`src/design/hky_pkg.sv`:
```
`timescale 1ns / 1ps
// Shared types and constants for the HKY85 transition probability block.
// Used by every module of the block; depends on nothing.
package hky_pkg;

  localparam int CfgIndexW = 3;
  localparam int CfgDataW  = 16;

  localparam logic [CfgIndexW-1:0] REG_PI_A  = 3'd0;
  localparam logic [CfgIndexW-1:0] REG_PI_C  = 3'd1;
  localparam logic [CfgIndexW-1:0] REG_PI_G  = 3'd2;
  localparam logic [CfgIndexW-1:0] REG_PI_T  = 3'd3;
  localparam logic [CfgIndexW-1:0] REG_KAPPA = 3'd4;

  localparam logic [15:0] PI_RESET    = 16'd16384;
  localparam logic [15:0] KAPPA_RESET = 16'd256;

  localparam int QUEUE_DEPTH = 4;

  localparam logic [16:0] PROB_ONE = 17'd65536;

  typedef struct packed {
    logic [15:0] pi_a;
    logic [15:0] pi_c;
    logic [15:0] pi_g;
    logic [15:0] pi_t;
    logic [15:0] kappa;
  } cfg_t;

  typedef struct packed {
    logic [23:0] t;
    logic        inv;
  } item_t;

  typedef struct packed {
    logic        inv;
    logic [16:0] p00;
    logic [16:0] p02;
    logic [16:0] p11;
    logic [16:0] p13;
    logic [16:0] p20;
    logic [16:0] p22;
    logic [16:0] p31;
    logic [16:0] p33;
    logic [16:0] oa;
    logic [16:0] oc;
    logic [16:0] og;
    logic [16:0] ot;
  } mat_t;

  typedef struct packed {
    logic        start;
    logic [63:0] a;
    logic [63:0] b;
  } mul_req_t;

  typedef struct packed {
    logic         done;
    logic [127:0] p;
  } mul_rsp_t;

  typedef struct packed {
    logic        start;
    logic [63:0] num;
    logic [63:0] den;
    logic [6:0]  steps;
  } div_req_t;

  typedef struct packed {
    logic        done;
    logic [63:0] q;
  } div_rsp_t;

endpackage

```
`src/design/hky_mul.sv`:
```
`timescale 1ns / 1ps
// Shared 64 x 64 multiplier, one 16-bit digit of the second operand a cycle.
// Depends on hky_pkg.
module hky_mul
  import hky_pkg::*;
(
  input  logic     clk,
  input  logic     rst,
  input  mul_req_t req,
  output mul_rsp_t rsp
);

  logic [63:0]  a;
  logic [63:0]  b;
  logic [127:0] acc;
  logic [2:0]   cnt;
  logic [79:0]  part;
  logic         done;

  assign part = a * b[63:48];
  assign rsp  = '{done: done, p: acc};

  always_ff @(posedge clk) begin
    if (rst) begin
      cnt  <= '0;
      done <= 1'b0;
    end else begin
      done <= 1'b0;
      if (req.start) begin
        a   <= req.a;
        b   <= req.b;
        acc <= '0;
        cnt <= 3'd4;
      end else if (cnt != '0) begin
        acc  <= {acc[111:0], 16'd0} + {48'd0, part};
        b    <= {b[47:0], 16'd0};
        cnt  <= cnt - 1'b1;
        done <= (cnt == 3'd1);
      end
    end
  end

endmodule

```
`config.mk`:
```
export PLATFORM = sky130hd
export DESIGN_NAME = hky_mul
export DESIGN_NICKNAME = d
export VERILOG_FILES = /design/src/design/hky_pkg.sv /design/src/design/hky_mul.sv
export SDC_FILE = /design/constraint.sdc
export NUM_CORES = 2
export LEC_CHECK = 0
export BUFFER_PORTS_ARGS = -buffer_cell sky130_fd_sc_hd__buf_2
export CELL_PAD_IN_SITES_DETAIL_PLACEMENT = 0
export CELL_PAD_IN_SITES_GLOBAL_PLACEMENT = 1
export CORE_MARGIN = 2
export CORE_UTILIZATION = 55
export CTS_BUF_LIST = sky130_fd_sc_hd__clkbuf_4 sky130_fd_sc_hd__clkbuf_8
export CTS_CLUSTER_SIZE = 24
export DETAILED_ROUTE_END_ITERATION = 12
export GPL_ROUTABILITY_DRIVEN = 0
export GPL_TIMING_DRIVEN = 0
export PLACE_DENSITY_LB_ADDON = 0.2
export SLEW_MARGIN = 15
export SYNTH_ARGS = -nofsm -noshare
export SYNTH_HDL_FRONTEND = slang
export SYNTH_SLANG_ARGS = --single-unit
```
`constraint.sdc`:
```
create_clock -name clk -period 18.6 [get_ports clk]
set_clock_uncertainty 0.05 [all_clocks]
set_input_delay 2.79 -clock clk [delete_from_list [all_inputs] [get_ports clk]]
set_output_delay 2.79 -clock clk [all_outputs]
set_load 0.02 [all_outputs]
```
==> out/results.ini <==
[run_status]
outcome = finished clean

[yosys]
syn_inst = 4788
async_flop_share_pct = 0
synth_edf_count = 256
synth_most_common_cell = inv_1
netlist_area_sq_mm = 0.04486
synth_top_area_share_pct = 41.50
ys_ff_latch = 260
synth_commonest_cells = 1,143 x inv_1, 930 x fa_1, 760 x nand2_1, 395 x and2_1, 256 x edfxtp_1
synth_area_per_cell_sq_um = 9.370
synth_flop_cell = edfxtp_1
synthTopCellsByArea = fa_1 41%, edfxtp_1 17%, inv_1 9.6%
yosys.area.top_type = fa_1
synth_cell_types = 79
yosys_warnings = 0
ys_seq_area_share_pct = 17.31
synth_nets = 6020

[clock_tree]
clockBufferDepth = 3
cts.reportedPaths.clkPinSlew_ns = 0.06
cts_tree = yes
cts_root_buffer = clkbuf_8
cts.sinks = 260
cts_inserted_buffers = 51
cts_resized = 0
hold_buffers = 0
insertion_delay_ns = 0.79
htree_num_levels = 2
post_cts_buffers = 0

[place]
dp_slack_ns = 9.159
dpl-instance-area_sq_mm = 0.04773
dp_hpwl_um = 121900
port_buffers = 258

[sta]
rsz0062_at_grt = false
min_period_over_period_pct = 50.73
setup_viol_count_final = 0
slew_headroom_pct = 15.89
fin_setup_tns_ns = 0
max_slew.worst_pin.slew_ns = 1.262
final_hold_viol_count = 0
fin_ws_ns = 9.164
min_period_ns = 9.436
drv_slew = 0
timing.fmax_ghz = 0.1060

[floorplanning]
dieArea_sq_mm = 0.08387
start_util_pct = 55.61
core_area_sq_mm = 0.08068
die_y_um = 289.6
rows = 104
dieWidth_um = 289.6
io_pins = 260

[setup_path]
start_kind = flop
critPathKind = flop to flop
critPathMaxStageDelay_ns = 0.92
critPathSlowestCell = clkbuf_1
cp.required_ns = 18.98
r2r_start = b[49]
cp_cell_sequence = clkbuf_1 -> clkbuf_1 -> nand2_1 -> fa_1 -> inv_1 -> fa_1 -> inv_1 -> fa_1 -> inv_1 -> fa_1 -> fa_1 -> inv_1 -> fa_1 -> inv_1 -> ha_1 -> nand2_1 -> nor4_1 -> nand4_1 -> o31ai_2 -> a21oi_1 -> o21ai_0 -> xnor2_1 -> nor2_1
critPathCaptureType = flop
critPathLaunch = b[49]
arrival_ns = 9.82
crit_fanout = 10
cpMostUsedCell = fa_1

[detailed_routing]
dr.first_iter.drc_count = 3396
avgRoutedWirePerCell_um = 24.22
ant_nets = 0
num_vias = 34940
vias_per_cell = 5.607
drc = 0
dr.pass1.iters = 8
wirelength_um = 150900

[layout]
stdcell_area_sq_mm = 0.04892
drive_gt1_share_pct = 9.361
fin_nets = 6342
utilization_pct = 60.64
area_growth_pct = 9.047

[global_route]
track_usage_pct = 37.39
grt_start_max_net_pins = 31
globalRouteOverflowTotal = 0
grt_pass1_vias = 36280
grt_antenna_before_repair = 17
grt_pass1_wl_um = 227800

[min_path]
min_from = cnt[1]
hold_path.class = flop to flop

[job]
cap_viol_max_count = 0

## path summary, 6_finish.rpt
check                                to  slack [ns]  cells after the start
worst max-delay path            acc[79]        9.16                     23
worst min-delay path             cnt[1]        0.46                      2
worst max register to register  acc[79]        9.16                     23
worst min register to register   cnt[1]        0.46                      2
## cell families after synthesis
| logic type | synth area share [%] |
|---|---|
| buffers and inverters | 11.68 |
| xor gates and xnor gates | 2.030 |
| muxes | 1.503 |
| DFF | 17.31 |
| adders and majority gates | 46.27 |
| and+or+nand+nor | 16.02 |
| AOI/OAI and AO/OA | 5.182 |
## cell type report
class / instances / area, sq um
multi-input combinational: 3142 / 31880
sequential: 260 / 7767
buffer: 243 / 964.7
clock inverter: 20 / 235.2
fill: 7214 / 31750
clock buffer: 72 / 890.9
antenna: 22 / 55.05
tap: 1060 / 1326
timing repair buffer: 269 / 1518
inverter: 1143 / 4290
## critical path: cells and delay by family, from the launching register on
kind | cells | cell delay [ns]
AO/OA/AOI/OAI | 3 | 1.54
buffers and inverters | 7 | 1.92
flip-flops | 1 | 0.32
adder cells (fa/ha/maj) | 7 | 3.59
XOR/XNOR | 1 | 0.16
AND/OR/NAND/NOR | 5 | 1.54
## per-layer routing
metal	global-route usage (%)	up-vias	wire, um
met3	9.105	394	16190
met1	50.43	17650	58950
met4	17.13	2	7774
met2	57.58	1953	67980
met5	0	-	18
li1	-	14940	-
## sequential cells by signal, summed over array words and instances (netlist names)
signal,flops
a,64
b,64
acc,128
cnt,3
done,1
## metrics by stage
step	hold slack [ns]	cells
global route	0.4979	6222
detailed placement	0.4471	6117
CTS	0.4549	6209
global placement	0.4369	6106
finish	0.4611	6231
floorplan	0.4241	4788
## cell usage in the layout (no fill, tap or decap), drive strengths merged, types with 9 or more instances in the layout
cell,n
a21oi,118
nor2b,18
nor3,28
o21bai,25
o21a,12
o21ai,60
nand2,762
nor4,9
fa,930
nand4,46
mux2,59
edfxtp,256
diode,22
and3,14
nor2,186
xnor2,76
ha,171
inv,1146
nand3,34
a2111oi,9
a21o,45
xor2,28
and2,395
clkbuf,290
clkinv,11
a31oi,11
buf,294
Power is not shown: default switching activity piles up to over one toggle a cycle in this logic, so the estimate is an artifact.
