$ cat src/design/hky_pkg.sv
`timescale 1ns / 1ps
// Shared types and constants for the HKY85 transition probability block.
// Used by every module of the block; depends on nothing.
package hky_pkg;

  localparam int CfgIndexW = 3;
  localparam int CfgDataW  = 16;

  localparam logic [CfgIndexW-1:0] REG_PI_A  = 3'd0;
  localparam logic [CfgIndexW-1:0] REG_PI_C  = 3'd1;
  localparam logic [CfgIndexW-1:0] REG_PI_G  = 3'd2;
  localparam logic [CfgIndexW-1:0] REG_PI_T  = 3'd3;
  localparam logic [CfgIndexW-1:0] REG_KAPPA = 3'd4;

  localparam logic [15:0] PI_RESET    = 16'd16384;
  localparam logic [15:0] KAPPA_RESET = 16'd256;

  localparam int QUEUE_DEPTH = 4;

  localparam logic [16:0] PROB_ONE = 17'd65536;

  typedef struct packed {
    logic [15:0] pi_a;
    logic [15:0] pi_c;
    logic [15:0] pi_g;
    logic [15:0] pi_t;
    logic [15:0] kappa;
  } cfg_t;

  typedef struct packed {
    logic [23:0] t;
    logic        inv;
  } item_t;

  typedef struct packed {
    logic        inv;
    logic [16:0] p00;
    logic [16:0] p02;
    logic [16:0] p11;
    logic [16:0] p13;
    logic [16:0] p20;
    logic [16:0] p22;
    logic [16:0] p31;
    logic [16:0] p33;
    logic [16:0] oa;
    logic [16:0] oc;
    logic [16:0] og;
    logic [16:0] ot;
  } mat_t;

  typedef struct packed {
    logic        start;
    logic [63:0] a;
    logic [63:0] b;
  } mul_req_t;

  typedef struct packed {
    logic         done;
    logic [127:0] p;
  } mul_rsp_t;

  typedef struct packed {
    logic        start;
    logic [63:0] num;
    logic [63:0] den;
    logic [6:0]  steps;
  } div_req_t;

  typedef struct packed {
    logic        done;
    logic [63:0] q;
  } div_rsp_t;

endpackage

$ cat src/design/hky_front.sv
`timescale 1ns / 1ps
// Front end: accepts branch lengths, flags degenerate frequencies, queues words.
// Depends on hky_pkg.
module hky_front
  import hky_pkg::*;
#(
  parameter int QueueDepth = QUEUE_DEPTH
) (
  input  logic        clk,
  input  logic        rst,
  input  cfg_t        cfg,
  input  logic        in_valid,
  output logic        in_stall,
  input  logic [23:0] branch_length,
  output logic        q_valid,
  output item_t       q_item,
  input  logic        q_pop
);

  localparam int AddrW  = (QueueDepth > 1) ? $clog2(QueueDepth) : 1;
  localparam int CountW = $clog2(QueueDepth + 1);

  item_t               mem [QueueDepth];
  logic [AddrW-1:0]    head;
  logic [AddrW-1:0]    tail;
  logic [CountW-1:0]   count;
  logic                push;
  logic [16:0]         sum_r;
  logic [16:0]         sum_y;

  assign sum_r    = {1'b0, cfg.pi_a} + {1'b0, cfg.pi_g};
  assign sum_y    = {1'b0, cfg.pi_c} + {1'b0, cfg.pi_t};
  assign in_stall = (count == CountW'(QueueDepth));
  assign push     = in_valid && !in_stall;
  assign q_valid  = (count != '0);
  assign q_item   = mem[head];

  always_ff @(posedge clk) begin
    if (push) begin
      mem[tail] <= '{t: branch_length, inv: (sum_r == '0) || (sum_y == '0)};
    end
  end

  always_ff @(posedge clk) begin
    if (rst) begin
      head  <= '0;
      tail  <= '0;
      count <= '0;
    end else begin
      if (push) begin
        tail <= (tail == AddrW'(QueueDepth - 1)) ? '0 : tail + 1'b1;
      end
      if (q_pop && q_valid) begin
        head <= (head == AddrW'(QueueDepth - 1)) ? '0 : head + 1'b1;
      end
      if (push && !(q_pop && q_valid)) begin
        count <= count + 1'b1;
      end else if (!push && q_pop && q_valid) begin
        count <= count - 1'b1;
      end
    end
  end

endmodule

$ cat config.mk
export PLATFORM = sky130hd
export DESIGN_NAME = hky_front
export DESIGN_NICKNAME = d
export VERILOG_FILES = /design/src/design/hky_pkg.sv /design/src/design/hky_front.sv
export SDC_FILE = /design/constraint.sdc
export NUM_CORES = 1
export LEC_CHECK = 0
export ABC_AREA = 0
export BUFFER_PORTS_ARGS = -buffer_cell sky130_fd_sc_hd__buf_2
export CORE_ASPECT_RATIO = 1.25
export CORE_MARGIN = 2
export CORE_UTILIZATION = 54
export CTS_CLUSTER_DIAMETER = 150
export CTS_CLUSTER_SIZE = 12
export DETAILED_ROUTE_END_ITERATION = 8
export PLACE_DENSITY = 0.86
export REMOVE_ABC_BUFFERS = 1
export SETUP_SLACK_MARGIN = 0.3
export SYNTH_ARGS = -nofsm -noshare
export SYNTH_HDL_FRONTEND = slang
export SYNTH_SLANG_ARGS = --single-unit
$ cat constraint.sdc
create_clock -name clk -period 2.8 [get_ports clk]
set_clock_uncertainty 0.05 [all_clocks]
set_input_delay 0 -clock clk [delete_from_list [all_inputs] [get_ports clk]]
set_output_delay 0 -clock clk [all_outputs]
set_load 0.005 [all_outputs]
==> metrics, run 1 <==
Core Box Area=10210 µm²; RSZ-0062 raised after global routing=no; Compound-Gate Fraction of Synth Area=0.1159; status=complete, no violations; HPWL after DPL=8195 µm; DR vias/cell=5.842; P_sw=1.280 mW; io pins=135; final worst path period share=0.8605; Sequential Power Share=0.451; worst path arrival time=2.57 ns; max-slew violation total from the final report=0; Pint=3.314 mW; Filler cells=685; CP Data Required Time=2.96 ns; Routed wire per std cell=17.40 µm; Post-Synth Adder-Cell Area=0.09173; # diodes=0; worst-skew pair later-pin latency=0.34 ns; nets=710; initial core utilization=0.5585; Peak VDD IR=0.0003420 V; sequential standard cell area=3184 µm²; Reg clk slew, reported paths=0.07 ns; vias=4066; Gate power share=0.274; GR Overflow Total=0; Switching Share=0.2786; CP endpoint kind=flip-flop; buffers and inverters on the worst path=2; met2 usage=0.4025; top_reg_cell synth=edfxtp_1; clock sinks=109; initial antenna violation count=0; slew margin rel.=0.6209; Top Usage Layer GRT=met2; largest cells by area after synthesis=edfxtp_1 53%, mux4_2 9.9%, ha_1 8.1%; Std-Cell Rows=41; DIE HEIGHT=118.9 µm; first-pass GRT wire length=19440 µm; Die ar.=11400 µm²; startpoint types=input pin; WS Path Type=in -> reg; Final Hold Vio Count=0; Synth Register Bits=109; Worst path max stage delay=0.45 ns; worst path cell trace=buf_2 > ha_1 > fa_1 > a211oi_4 > o21bai_1 > a211oi_1 > o21ai_0 > xor2_1 > nor3_1 > o2111ai_1 > o31ai_1 > buf_4; Synth top area share=0.5267; CTS tree=built; drt drc=0; Pleak=2.744 nW; DRT Pass-1 Iters=5; area taken by multi-input logic gates=2425 µm²; post-layout min period=2.409 ns; largest net degree at the start of global routing=26; Worst Slack Setup Final=0.3906 ns; Synth Area in XOR/XNOR=0.02151; largest family of logic cells by synthesized area=compound AO/OA/AOI/OAI gates; total CTS buffers=9; Setup violations, final=0; Max-cap violations=0; Area growth, synth to finish=23.88%; Crit Path Max Fanout=4; syn_area_per_cell=13.94 µm²; number of global-route vias before repair=4011; Clock H-tree levels=3; ANT nets after route=0; setup TNS=0 ns; clk root buf=clkbuf_16; clock share of power=0.275; simple-gate portion of the synthesized area=0.08470; Seq/Total Area, Yosys=0.5583; GPL Wtd Cong=0.8797; cell accounting for the most synthesized area=edfxtp_1; Synthesis Warnings=0; FMAX=415.0 MHz; met1 global-route usage=0.2657; Power Dens Cells=650.4 nW/µm²; starting DRC count in detailed routing=256; slowest stage cell on the critical path=fa_1; EDFF count, synth=100; cells after synthesis=409; delay-heaviest family, CP=compound AO/OA/AOI/OAI gates; post-synthesis mux area share=0.1075; final wirelength=12110 µm; Post-Place Worst Slack=0.04053 ns; Tot GR Track Use=0.2213; worst-margin pin slew=0.5687 ns; Synth Cell Area=5702 µm²; layout cells sized above 1=0.3228; WHS=0.1861 ns; worst hold path type=in -> reg; Yosys cell types=61; Die Wd=95.91 µm; PortBufs=118; CTS max path bufs=2; share of synthesized registers carrying an async set or reset=0; met3 global-route usage=0.04364
-- power by group through the flow --
| stage | registers (mW) | logic (mW) | clock network [mW] |
|---|---|---|---|
| 3_5_place_dp | 2.11 | 1.22 | 0 |
| 5_1_grt | 2.10 | 1.41 | 1.36 |
| 4_1_cts | 2.07 | 1.25 | 1.30 |
| 2_1_floorplan | 2.11 | 0.760 | 0 |
| 3_3_place_gp | 2.09 | 1.18 | 0 |
| 6_report | 2.07 | 1.26 | 1.26 |
-- cells in the mapped netlist (all sizes together), types with 4 or more instances --
| master | n |
|---|---|
| inv | 16 |
| dfxtp | 9 |
| o21ai | 18 |
| mux2i | 5 |
| edfxtp | 100 |
| a21o | 5 |
| a31oi | 4 |
| and2 | 4 |
| nor2 | 26 |
| nor3 | 14 |
| nand2 | 14 |
| mux4 | 25 |
| and3 | 4 |
| clkbuf | 8 |
| buf | 4 |
| nor4 | 4 |
| a211oi | 8 |
| xor2 | 8 |
| a2111oi | 4 |
| nand3 | 6 |
| a21oi | 23 |
| xnor2 | 6 |
| ha | 37 |
| nand4 | 4 |
| nor2b | 8 |
-- worst reg2reg max path, delay by kind of cell (launching register included) --
| family | cells | cell delay, ns |
|---|---|---|
| adder cells (fa/ha/maj) | 1 | 0.38 |
| flip-flops | 1 | 0.34 |
| XOR/XNOR | 1 | 0.11 |
| AND/OR/NAND/NOR | 6 | 1.25 |
-- worst paths after layout --
path / end / startpoint / slack, ns / depth (start not counted)
setup / recovery: mem[1][0] / cfg[32] / 0.39 / 12
hold / removal: tail[1] / in_valid / 0.19 / 5
setup reg to reg: count[2] / count[1] / 0.57 / 8
hold reg to reg: head[1] / head[1] / 0.46 / 2
-- metrics by stage --
stage	util	std cells	total power [mW]	area, µm²
global route	0.6919	696	4.861	7063
floorplan	-	397	2.868	5645
CTS	0.6897	696	4.626	7041
finish	0.6919	696	4.594	7063
global placement	0.6341	654	3.275	6474
detailed placement	0.6341	654	3.323	6474
-- layer usage --
metal	part of all wire	wire, µm	vias to the layer above
met5	0	0	-
met4	0.011	136	0
met3	0.060	731	10
met2	0.54	6582	158
met1	0.38	4660	1960
li1	-	-	1938
-- registers in the layout, summed over array words and instances (netlist names), named ones only --
signal,count
count,3
tail,2
head,2
mem,100
-- cells by family (layout without fill, tap and decap cells) --
kind of cell | Yosys count | count (layout)
DFF | 109 | 109
adders and majority gates | 40 | 40
buffers and inverters | 28 | 186
and+or+nand+nor | 94 | 94
AOI/OAI and AO/OA | 94 | 94
xor gates and xnor gates | 14 | 14
muxes | 30 | 30
-- placed cells by master, fill, tap and decap left out, types with 4 or more instances in the layout --
cell type,instances
buf_2,118
ha_1,37
nand4_1,4
nand3_1,6
a211oi_1,7
nor2b_1,8
inv_1,16
mux4_2,25
a21o_1,5
a21oi_1,23
clkbuf_16,9
nor3_1,14
xor2_1,8
nor2_1,26
a31oi_1,4
and2_1,4
o21ai_0,15
mux2i_1,5
dfxtp_1,8
nand2_1,14
xnor2_1,6
dlygate4sd3_1,26
buf_4,10
edfxtp_1,100
-- what timing repair did --
action,CTS,global route
hold buffers,26,0
setup endpoints to repair,0,4
endpoints found under the hold margin,105,0
resized for setup,0,6
buffers inserted,0,0
-- layout make-up --
| class | instances | share of cell area |
|---|---|---|
| Multi-Input combinational cell | 272 | 0.3433 |
| Timing Repair Buffer | 154 | 0.1311 |
| Clock inverter | 7 | 0.01151 |
| Tap cell | 129 | 0.02285 |
| Clock buffer | 9 | 0.03189 |
| Inverter | 16 | 0.008503 |
| Sequential cell | 109 | 0.4508 |
(Power assumes the default switching activity.)
==> run 2, diff against run 1 <==
--- a/config.mk
+++ b/config.mk
@@ -5,15 +5,15 @@
 export SDC_FILE = /design/constraint.sdc
 export NUM_CORES = 1
 export LEC_CHECK = 0
-export ABC_AREA = 0
+export ABC_AREA = 1
 export BUFFER_PORTS_ARGS = -buffer_cell sky130_fd_sc_hd__buf_2
 export CORE_ASPECT_RATIO = 1.25
 export CORE_MARGIN = 2
-export CORE_UTILIZATION = 54
+export CORE_UTILIZATION = 55
 export CTS_CLUSTER_DIAMETER = 150
 export CTS_CLUSTER_SIZE = 12
 export DETAILED_ROUTE_END_ITERATION = 8
-export PLACE_DENSITY = 0.86
+export PLACE_DENSITY = 0.87
 export REMOVE_ABC_BUFFERS = 1
 export SETUP_SLACK_MARGIN = 0.3
 export SYNTH_ARGS = -nofsm -noshare
==> run 2 against run 1 <==
Net effect:
- cell count increased by 42%
- largest power group unchanged
- highest routed layer unchanged
- die area grew 6.0%
- routed wire length rose by 18%
- count of clock-buffer cells in the layout rose by 1
- via count grew 31%
- critical path depth decreased by 7
- combinational power grew 39%
- critical endpoint is now q_item[4]
- utilization down 1.2 points
- sequential share of layout area decreased by 2.6 points
- first-iteration DRC count is 23% higher
- synthesized area increased by 8.3%
- fmax rose by 20%
==> metrics, run 2 <==
top_reg_cell synth=edfxtp_1; Final Power=5.073 mW; CP endpoint kind=output pin; worst-skew pair later-pin latency=0.34 ns; Post-Place Worst Slack=0.7533 ns; Die ar.=12090 µm²; final wirelength=14240 µm; clk root buf=clkbuf_16; starting DRC count in detailed routing=314; syn_area_per_cell=8.817 µm²; Post-synth top cells=171 x nand2_1, 100 x edfxtp_1, 100 x nor2_1; Synth Cell Area=6172 µm²; Synth Register Bits=109; cells after synthesis=700; GPL Wtd Cong=0.8591; DRT Pass-1 Iters=5; Peak VDD IR=0.0002943 V; nets=995; setup bufs post-CTS=0; Power Dens Cells=676.3 nW/µm²; Synthesis Warnings=0; ANT nets after route=0; Yosys cell types=34; largest cells by area after synthesis=edfxtp_1 49%, nand2_1 10%, ha_1 7.5%; most common cell in the netlist=nand2_1; Std-Cell Rows=43; clock sinks=109; Worst Slack Setup Final=0.7930 ns; setup TNS=0 ns; Final Hold Vio Count=0; Pleak=3.467 nW; status=complete, no violations; share of synthesized registers carrying an async set or reset=0; Most flops, register=mem; largest net degree at the start of global routing=51; HPWL after DPL=9145 µm; Crit Path Max Fanout=28; CTS max path bufs=2; largest registers=mem (100), count (3); CP Data Required Time=2.75 ns; GR Overflow Total=0; io pins=135; total CTS buffers=9; first-pass GRT wire length=23030 µm; clock share of power=0.247; startpoint types=flip-flop; Sequential Power Share=0.408; worst hold path type=in -> reg; vias=5310; # diodes=0; drt drc=0; DIE HEIGHT=122.4 µm; initial antenna violation count=0; post-layout min period=2.007 ns; Clock H-tree levels=3; post_cts resized=0; commonest non-fill, non-tap cell in the layout=nand2_1; initial core utilization=0.5596; Routed wire per std cell=14.42 µm; RSZ-0062 raised after global routing=no; Switching Share=0.3400; Seq/Total Area, Yosys=0.5157; slew margin rel.=0.4804; Pint=3.348 mW; Die Wd=98.75 µm; Tot GR Track Use=0.2370; CTS tree=built; FMAX=498.3 MHz; DR vias/cell=5.380; layout cells sized above 1=0.1843; WS Path Type=reg -> out; Core Box Area=11030 µm²; WHS=0.0002930 ns; Reg clk slew, reported paths=0.07 ns; cell accounting for the most synthesized area=edfxtp_1; PortBufs=118; Layout Cells excl Fill=987; worst path arrival time=1.96 ns; max-slew violation total from the final report=0; P_sw=1.724 mW; most frequent cells in the layout=171 x nand2_1, 118 x buf_2, 100 x edfxtp_1, 96 x nor2_1, 84 x inv_1; Area growth, synth to finish=21.53%; Placed Cells=946; Gate power share=0.345; Post-CTS Hold Buffers=25; EDFF count, synth=100; max reg flops=100; Max-cap violations=0; number of global-route vias before repair=5091; Setup violations, final=0; Synth top area share=0.4865; final worst path period share=0.7168; worst-margin pin slew=0.7785 ns
run 2: cell count changes after synthesis, sizes merged, moves of 22 or more:
cell / delta
o22ai: +22
inv: +68
mux4: -25
nand3: +28
nand2: +161
o21ai: +38
nor2: +74
run 2: critical path, stage by stage, from the launching register on:
cell	delay (ns)
dfxtp_1	0.31
inv_1	0.52
buf_12	0.25
o21ai_0	0.11
o22ai_1	0.25
buf_2	0.16
run 2: per-layer routing:
metal | GRT usage | vias up | part of all wire
met5 | 0 | - | 0
met4 | 0.07192 | 0 | 0.013
met3 | 0.03360 | 20 | 0.057
met2 | 0.4443 | 204 | 0.54
met1 | 0.2800 | 2436 | 0.39
li1 | - | 2650 | -
run 2: path summary, 6_finish.rpt:
check	startpoint	end	slack, ns	depth (start not counted)
min	q_pop	head[1]	0.0003	4
max reg2reg	count[0]	count[2]	0.86	11
min reg2reg	count[2]	count[2]	0.41	1
max	flip-flop	q_item[4]	0.79	5
run 2: power by group through the flow:
stage	logic, mW	clock network (mW)	registers [mW]
finish	1.75	1.25	2.07
global route	1.95	1.32	2.09
CTS	1.71	1.25	2.07
detailed placement	1.66	0	2.10
global placement	1.60	0	2.09
floorplan	0.941	0	2.14
run 2: through the flow:
stage                     area [µm²]  utilization
final                           7501       0.6801
after floorplan                 6116            -
after global placement          6958       0.6309
after global routing            7501       0.6801
after detailed placement        6958       0.6309
after CTS                       7501       0.6801
run 2: cell type report:
type	instances	area, µm²
inverter	85	319.1
clock buffer	10	229.0
tap	135	168.9
timing repair buffer	151	913.4
sequential	109	3183
fill	813	3528
multi-input combinational	491	2624
clock inverter	6	63.81
run 2: cell families after synthesis:
group | count (synthesis) | share of synthesized area
AOI/OAI and AO/OA | 110 | 0.09791
xor gates and xnor gates | 7 | 0.009933
adders and majority gates | 40 | 0.08474
buffers and inverters | 100 | 0.06081
DFF | 109 | 0.5157
and+or+nand+nor | 334 | 0.2309
