--- src/design/hky_pkg.sv ---
`timescale 1ns / 1ps
// Shared types and constants for the HKY85 transition probability block.
// Used by every module of the block; depends on nothing.
package hky_pkg;

  localparam int CfgIndexW = 3;
  localparam int CfgDataW  = 16;

  localparam logic [CfgIndexW-1:0] REG_PI_A  = 3'd0;
  localparam logic [CfgIndexW-1:0] REG_PI_C  = 3'd1;
  localparam logic [CfgIndexW-1:0] REG_PI_G  = 3'd2;
  localparam logic [CfgIndexW-1:0] REG_PI_T  = 3'd3;
  localparam logic [CfgIndexW-1:0] REG_KAPPA = 3'd4;

  localparam logic [15:0] PI_RESET    = 16'd16384;
  localparam logic [15:0] KAPPA_RESET = 16'd256;

  localparam int QUEUE_DEPTH = 4;

  localparam logic [16:0] PROB_ONE = 17'd65536;

  typedef struct packed {
    logic [15:0] pi_a;
    logic [15:0] pi_c;
    logic [15:0] pi_g;
    logic [15:0] pi_t;
    logic [15:0] kappa;
  } cfg_t;

  typedef struct packed {
    logic [23:0] t;
    logic        inv;
  } item_t;

  typedef struct packed {
    logic        inv;
    logic [16:0] p00;
    logic [16:0] p02;
    logic [16:0] p11;
    logic [16:0] p13;
    logic [16:0] p20;
    logic [16:0] p22;
    logic [16:0] p31;
    logic [16:0] p33;
    logic [16:0] oa;
    logic [16:0] oc;
    logic [16:0] og;
    logic [16:0] ot;
  } mat_t;

  typedef struct packed {
    logic        start;
    logic [63:0] a;
    logic [63:0] b;
  } mul_req_t;

  typedef struct packed {
    logic         done;
    logic [127:0] p;
  } mul_rsp_t;

  typedef struct packed {
    logic        start;
    logic [63:0] num;
    logic [63:0] den;
    logic [6:0]  steps;
  } div_req_t;

  typedef struct packed {
    logic        done;
    logic [63:0] q;
  } div_rsp_t;

endpackage

--- src/design/hky_div.sv ---
`timescale 1ns / 1ps
// Shared restoring divider, one quotient bit a cycle over a chosen dividend width.
// Depends on hky_pkg.
module hky_div
  import hky_pkg::*;
(
  input  logic     clk,
  input  logic     rst,
  input  div_req_t req,
  output div_rsp_t rsp
);

  logic [63:0] num;
  logic [63:0] den;
  logic [63:0] rem;
  logic [63:0] quo;
  logic [6:0]  cnt;
  logic [64:0] rem_sh;
  logic        fits;
  logic [6:0]  sh;
  logic        done;

  assign sh     = 7'd64 - req.steps;
  assign rem_sh = {rem, num[63]};
  assign fits   = (rem_sh >= {1'b0, den});
  assign rsp    = '{done: done, q: quo};

  always_ff @(posedge clk) begin
    if (rst) begin
      cnt  <= '0;
      done <= 1'b0;
    end else begin
      done <= 1'b0;
      if (req.start) begin
        num <= req.num << sh;
        den <= req.den;
        rem <= '0;
        quo <= '0;
        cnt <= req.steps;
      end else if (cnt != '0) begin
        rem  <= fits ? 64'(rem_sh - {1'b0, den}) : rem_sh[63:0];
        quo  <= {quo[62:0], fits};
        num  <= {num[62:0], 1'b0};
        cnt  <= cnt - 1'b1;
        done <= (cnt == 7'd1);
      end
    end
  end

endmodule

--- config.mk ---
export PLATFORM = sky130hd
export DESIGN_NAME = hky_div
export DESIGN_NICKNAME = d
export VERILOG_FILES = /design/src/design/hky_pkg.sv /design/src/design/hky_div.sv
export SDC_FILE = /design/constraint.sdc
export NUM_CORES = 1
export LEC_CHECK = 0
export ABC_AREA = 0
export BUFFER_PORTS_ARGS = -buffer_cell sky130_fd_sc_hd__buf_2
export CORE_MARGIN = 8
export CORE_UTILIZATION = 56
export DETAILED_ROUTE_END_ITERATION = 10
export HOLD_SLACK_MARGIN = 0.03
export PLACE_DENSITY = 0.77
export SLEW_MARGIN = 20
export SYNTH_ARGS = -nofsm -noshare
export SYNTH_HDL_FRONTEND = slang
export SYNTH_SLANG_ARGS = --single-unit
--- constraint.sdc ---
create_clock -name clk -period 11.12 [get_ports clk]
set_input_delay 0.556 -clock clk [delete_from_list [all_inputs] [get_ports clk]]
set_output_delay 0.556 -clock clk [all_outputs]
set_load 0.01 [all_outputs]
==> results.md, run 1 <==
* Least-Margin Pin Slew at 1.04 ns
* R2r setup slk at 7.17 ns
* Final hold violations at 0
* Clock share of power at 26.5%
* CP endpoint: rem[58]$_SDFFCE_PP0P_
* Async set-or-reset flop fraction in the synthesized netlist at 0%
* TritonCTS clock tree: yes
* Design Area, Final at 19,900 um2
* Seq pwr share at 37.3%
* CTS Sinks at 264
* XOR/XNOR Fraction of Synth Area at 3.15%
* Synth unique cells at 76
* Delay of the slowest critical-path stage at 0.59 ns
* Worst path required time at 11.40 ns
* Die Ht at 194 um
* Worst-case clock buffer depth at 3
* Status: completed
* Detail Route Antenna Nets at 0
* Area Overhead vs Synth at 11.9%
* # DRC at 0
* Net load switching power at 1.23 mW
* Mux share of post-synthesis cell area at 8.13%
* Clk slew on worst S/H paths at 0.07 ns
* Hold path cells at 1
* Top cells by area, synth: edfxtp_1, a21oi_1, ha_1
* Final WL at 45,600 um
* Final count of pins violating max slew at 0
* FF+latch count, synth at 264
* Critical path arrival at 4.24 ns
* CP Cell Sequence: ha_1, a21oi_1, o21ai_0, a41oi_1, o221ai_1, a211oi_1, nand2_1, a211oi_1, and2_1, o21a_1, o211ai_1
* Tot Pwr at 3.52 mW
* Ys Warns at 0
* Syn_area_per_cell at 9.61 um2
* Worst r2r path cells at 11
* Slew margin rel. at 30.4%
* Worst setup path startpoint: rem[32]$_SDFFCE_PP0P_
* Max-cap check violation count at 0
* First-pass GRT wire length at 73,100 um
* Post-synthesis compound-gate area fraction at 19.4%
* CP max-delay cell: a211oi_1
* Final Cycle Share at 35.6%
* Yosys top cell area share at 43.2%
* Pleak at 8.15 nW
* Largest net degree at the start of global routing at 106
* Die ar. at 37,800 um2
* Pre-antenna DRT Iters at 8
* Post-Synth Adder-Cell Area at 4.82%
* Setup TNS at 0 ns
* Final worst slack at 7.17 ns
* H-tree depth at 1
* Initial antenna violation count at 2
* Top cell type by total area after synthesis: edfxtp_1
* Mapped cell area at 17,800 um2
* Util after Layout at 63.3%
* Post-Place Cells at 2,343
* CP Launch Type: register
* Vias in the first global route at 14,200
* Share of layout cells above drive strength 1 at 16.5%
* Iter 0 DRT Violations at 1,352
* Unrepaired setup endpoints after global routing: false
* Largest family of logic cells by synthesized area: compound AO/OA/AOI/OAI gates
* # nets final at 2,179
* Worst VDD drop at 121 uV
* Clk_skew at 0.0109 ns
* Clock Tree Root: clkbuf_16
* Dominant synthesized flop cell: edfxtp_1
* Post-placement setup slack at 6.44 ns
* Setup crit end kind: register
* Cells after Synth at 1,854
* Setup Buffers After CTS at 0
* Max Clk Rate at 253 MHz
* Pwr dens at 177 nW/um2
* Vias per cell at 6.13
* Overall Global Routing Usage at 23.1%
* RR Startpoint: rem[32]$_SDFFCE_PP0P_
* Int Power at 2.29 mW
* Vias post-DR at 14,700
* Port buffer count at 202
* Critical path peak fanout at 7
* Avg WL per Cell at 19.0 um
* Detail Placement HPWL at 32,500 um
* Initial Utilization at 56.6%
* Core box area at 31,500 um2
* Placed inst area at 19,000 um2
* Setup Crit Path Kind: register to register
* Combinational Power Share at 36.2%
* TritonCTS Buffers at 29
* IO Pins at 203
* Gpl congestion at 0.937
* Clock Latency Late Sink at 0.55 ns
* Final Critical Period at 3.95 ns
* Most frequent CP cell: a211oi_1
* Post-route insts no fill at 2,399
* Post-Syn Nets at 2,060
* Simple-gate share of the synthesized area at 15.4%
* Hold buffer count at cts at 0
* Cell row count at 65
* Sw frac at 35.0%
* EDFF count, synth at 256
* FILL cells at 2,598
* Seq/Total Area, Yosys at 44.1%
* Die width at 194 um
* Worst Hold Class: input port to register
* Total gr overflow at 0
* Final hold slack at 0.176 ns
* R2R Path End: rem[58]$_SDFFCE_PP0P_
* Cts repair resizes at 0
* Final Setup Violations at 0
## registers in the layout, indices dropped and copies added (netlist names)
name / cells
done: 1
den: 64
cnt: 7
quo: 64
rem: 64
num: 64
## final cells by class
class                      instances  area [um2]  share of cell area [%]
clock buffer                      42         795                    3.99
sequential                       264        7850                    39.4
multi-input combinational       1376        9180                    46.1
antenna                            2        5.00                  0.0251
inverter                          84         318                    1.59
tap                              402         503                    2.52
clock inverter                    11         123                   0.615
timing repair buffer             218        1160                    5.82
## cells by family (layout without fill, tap and decap cells)
family,Yosys count,after routing
AOI/OAI and AO/OA,544,544
other,0,2
buffers and inverters,214,355
DFF,264,264
and+or+nand+nor,593,593
xor gates and xnor gates,64,64
adders and majority gates,68,68
muxes,107,107
## Yosys cell counts, drive strengths merged (5+ instances only)
cell     number
nand2b        9
nor3         21
mux2         11
ha           67
mux2i        67
buf          46
and3          9
a21oi       194
xnor2        38
inv          83
nand3        31
edfxtp      256
and2          7
nand2       179
nand4        31
a31oi        13
xor2         26
nor2        195
a221o        16
or2           5
o2bb2ai      31
o211ai       29
or3           5
a211oi       22
o21a         12
nor2b        80
a21o         57
clkbuf       84
nor3b         7
dfxtp         8
a21boi        7
a22oi         6
mux4         29
o21ai       115
nor4          5
o21bai       13
## power groups by stage
stage | clock network, mW | registers, mW | logic [mW]
4_1_cts | 0.953 | 1.31 | 1.26
6_report | 0.934 | 1.31 | 1.27
3_5_place_dp | 0 | 1.33 | 1.25
2_1_floorplan | 0 | 1.34 | 0.970
3_3_place_gp | 0 | 1.33 | 1.23
5_1_grt | 0.984 | 1.33 | 1.42
## worst min path at each step
| stage | start | endpoint | slack (ns) |
|---|---|---|---|
| 3_5_place_dp | num[1]$_DFFE_PP_ | num[2]$_DFFE_PP_ | 0.51 |
| 5_1_grt | req[56] | den[49]$_DFFE_PP_ | 0.15 |
| 2_1_floorplan | num[57]$_DFFE_PP_ | num[58]$_DFFE_PP_ | 0.50 |
| 3_3_place_gp | num[1]$_DFFE_PP_ | num[2]$_DFFE_PP_ | 0.51 |
| 4_1_cts | req[69] | den[62]$_DFFE_PP_ | 0.15 |
| 6_report | req[41] | den[34]$_DFFE_PP_ | 0.18 |
## worst max-delay path: cells and delay by family (launching register included)
family | cells | cell delay [ns]
AND/OR/NAND/NOR | 2 | 0.61
flip-flops | 1 | 0.40
adder cells (fa/ha/maj) | 1 | 0.40
AO/OA/AOI/OAI | 8 | 2.27
## cells in the final DEF (no fill, tap or decap), drive strengths merged, types with 6 or more instances in the layout
cell type / Yosys / routed
a21o: 57 / 57
o2bb2ai: 31 / 31
a211oi: 22 / 22
a31oi: 13 / 13
clkinv: 1 / 6
mux2i: 67 / 67
a21oi: 194 / 194
clkbuf: 84 / 42
and3: 9 / 9
nor2b: 80 / 80
o21bai: 13 / 13
buf: 46 / 218
nor3: 21 / 21
edfxtp: 256 / 256
xor2: 26 / 26
a21boi: 7 / 7
nor2: 195 / 195
nand3: 31 / 31
xnor2: 38 / 38
a221o: 16 / 16
nor3b: 7 / 7
o21ai: 115 / 115
inv: 83 / 85
a22oi: 6 / 6
mux2: 11 / 11
nand2: 179 / 179
o211ai: 29 / 29
o21a: 12 / 12
mux4: 29 / 29
nand2b: 9 / 9
dfxtp: 8 / 8
and2: 7 / 7
ha: 67 / 67
nand4: 31 / 31
## routing by layer
layer | GRT usage (%) | vias up | routed length, um
li1 | - | 7045 | -
met1 | 31.2 | 6984 | 19800
met2 | 37.8 | 571 | 21300
met3 | 3.39 | 99 | 3120
met4 | 7.78 | 0 | 1430
met5 | 0 | - | 0
(Power assumes the default switching activity.)
==> run 2: changes to the inputs <==
==> constraint.sdc (replaced) <==
create_clock -name clk -period 4 [get_ports clk]
set_input_delay 0.2 -clock clk [delete_from_list [all_inputs] [get_ports clk]]
set_output_delay 0.2 -clock clk [all_outputs]
set_load 0.01 [all_outputs]
==> run 2 against run 1 <==
Clock skew rose by 0.0052 ns. Via count rose by 2.0%. Highest routed layer unchanged. Maximum frequency is 9.2% higher. Largest cell class unchanged. Final cell count rose by 3.5%. Combinational power rose to 2.9 times the previous value. Routed wire length rose by 3.4%. Final area grew 4.7%. Largest power group is now combinational logic.
==> results.md, run 2 (synthesis gave the netlist of run 1 again) <==
* Clk_skew at 0.0161 ns (+0.00518 ns)
* Design Area, Final at 20,900 um2 (+4.7%)
* Post-route insts no fill at 2,484 (+3.5%)
* Vias per cell at 6.03 (-1.5%)
* Critical path peak fanout at 17 (+10)
* Final worst slack at 0.379 ns (-6.79 ns)
* Slew margin rel. at 32.7% (+2.2 points)
* Placed inst area at 19,200 um2 (+1.4%)
* Final Setup Violations at 0 (unchanged)
* Worst Hold Class: input port to register
* Final WL at 47,200 um (+3.4%)
* CP Launch Type: register
* Pre-antenna DRT Iters at 7 (-1)
* Most frequent CP cell: nor2_1
* Share of layout cells above drive strength 1 at 17.0% (+0.51 points)
* Hold Path End: cnt[4]$_SDFFE_PP0N_
* Final Critical Period at 3.62 ns (-0.334 ns)
* Worst-case clock buffer depth at 3 (unchanged)
* Final count of pins violating max slew at 0 (unchanged)
* Detail Route Antenna Nets at 0 (unchanged)
* Pleak at 8.57 nW (+5.1%)
* H-tree depth at 1 (unchanged)
* First-pass GRT wire length at 75,700 um (+3.5%)
* Antenna Cells at 0 (-2)
* R2r setup slk at 0.38 ns (-6.79 ns)
* Status: completed
* Setup crit end kind: register
* Final hold violations at 0 (unchanged)
* Initial antenna violation count at 0 (-2)
* Worst path required time at 4.27 ns (-7.13 ns)
* Most frequent cells in the layout: edfxtp_1, buf_2, a21oi_1
* Clock share of power at 26.1% (-0.4 points)
* Total gr overflow at 0 (unchanged)
* Setup Buffers After CTS at 0 (unchanged)
* Hold buffer count at cts at 71 (+71)
* Commonest non-fill, non-tap cell in the layout: edfxtp_1
* Pwr dens at 479 nW/um2 (+170%)
* Least-Margin Pin Slew at 1.01 ns (-0.0387 ns)
* Clk slew on worst S/H paths at 0.06 ns (about the same)
* IO Pins at 203 (unchanged)
* Iter 0 DRT Violations at 1,235 (-8.7%)
* Die ar. at 37,800 um2 (unchanged)
* Unrepaired setup endpoints after global routing: false
* Int Power at 6.49 mW (+180%)
* CP max-delay cell: a2111oi_4
* Net load switching power at 3.51 mW (+180%)
* Sw frac at 35.1% (+0.075 points)
* Detail Placement HPWL at 33,700 um (+3.8%)
* Port buffer count at 202 (unchanged)
* Overall Global Routing Usage at 24.0% (+0.92 points)
* R2R Path End: rem[29]$_SDFFCE_PP0P_
* Combinational Power Share at 37.3% (+1.1 points)
* Buffers and inverters on the worst path at 2 (+2)
* HP Start: req[4]
* TritonCTS Buffers at 29 (unchanged)
* Vias post-DR at 15,000 (+2.0%)
* Avg WL per Cell at 19.0 um (-0.12%)
* Final Cycle Share at 90.5% (+55 points)
* Post-placement setup slack at 0.457 ns (-5.99 ns)
* Vias in the first global route at 14,800 (+4.7%)
* # nets final at 2,268 (+4.1%)
* CP Cell Sequence: ha_1, nand2_1, nor2_1, nand3_1, a211oi_2, o2111ai_2, a2111oi_4, o22ai_4, inv_4, buf_12, mux2i_1, nor2_1
* Hold path cells at 3 (+2)
* Final hold slack at 0.0528 ns (-0.123 ns)
* CTS Sinks at 264 (unchanged)
* Initial Utilization at 56.6% (unchanged)
* Cell row count at 65 (unchanged)
* Die width at 194 um (unchanged)
* Core box area at 31,500 um2 (unchanged)
* Area Overhead vs Synth at 17.2%
* Gpl congestion at 0.960 (+2.4%)
* Worst setup path startpoint: rem[10]$_SDFFCE_PP0P_
* TritonCTS clock tree: yes
* Post-Place Cells at 2,362 (+0.81%)
* Max-cap check violation count at 0 (unchanged)
* Delay of the slowest critical-path stage at 0.49 ns (-0.10 ns)
* Largest net degree at the start of global routing at 71 (-33%)
* Setup TNS at 0 ns (unchanged)
* Worst r2r path cells at 12 (+1)
* Clock Tree Root: clkbuf_16
* # DRC at 0 (unchanged)
* Setup Crit Path Kind: register to register
* Seq pwr share at 36.5% (-0.8 points)
* Max Clk Rate at 276 MHz (+9.2%)
* Cts repair resizes at 0 (unchanged)
* Critical path arrival at 3.89 ns (-0.35 ns)
* CP top delay family: compound AO/OA/AOI/OAI gates
* Worst VDD drop at 354 uV (+190%)
* Die Ht at 194 um (unchanged)
* Clock Latency Late Sink at 0.56 ns (about the same)
* RR Startpoint: rem[10]$_SDFFCE_PP0P_
## run 2: how the worst max path moves through the flow
stage                                        to  slack (ns)  cells after the start
after floorplan            num[0]$_SDFFCE_PN0P_       -0.07                      5
after global placement     rem[5]$_SDFFCE_PP0P_        0.48                     12
after detailed placement  rem[33]$_SDFFCE_PP0P_        0.46                     12
after CTS                 rem[29]$_SDFFCE_PP0P_        0.41                     12
after global routing      rem[29]$_SDFFCE_PP0P_        0.11                     12
final                     rem[29]$_SDFFCE_PP0P_        0.38                     12
## run 2: per-layer routing
layer	vias up	routed length, um	GRT usage [%]	part of all wire [%]
met5	-	0	0	0
met3	117	2520	2.50	5.3
met4	0	1770	9.19	3.7
li1	7214	-	-	-
met1	7105	20200	31.3	43
met2	554	22700	40.9	48
## run 2: power groups by stage
stage,logic [mW],registers (mW),clock network (mW)
2_1_floorplan,2.70,3.69,0
3_3_place_gp,3.55,3.68,0
3_5_place_dp,3.61,3.69,0
4_1_cts,3.69,3.65,2.65
5_1_grt,4.12,3.68,2.75
6_report,3.73,3.65,2.61
## run 2: final cells by class
class,count,area [um2]
fillers,2452,10600
multi-input cells,1376,9210
flip-flops and latches,264,7850
repair buffers,307,2080
clock buffers,33,741
well taps,402,503
inverters,84,318
clock inverters,18,174
## run 2: stage by stage
step / util, % / power (mW)
after floorplan: - / 6.40
after global placement: 61.1 / 7.23
after detailed placement: 61.1 / 7.30
after CTS: 66.3 / 9.99
after global routing: 66.3 / 10.6
final: 66.3 / 9.99
## run 2: worst register-to-register path, cell delays in order (launching register included)
cell and delay, ns:
edfxtp_1 0.39, ha_1 0.43, nand2_1 0.11, nor2_1 0.26, nand3_1 0.17, a211oi_2 0.36
o2111ai_2 0.31, a2111oi_4 0.49, o22ai_4 0.18, inv_4 0.19, buf_12 0.19, mux2i_1 0.20
nor2_1 0.06
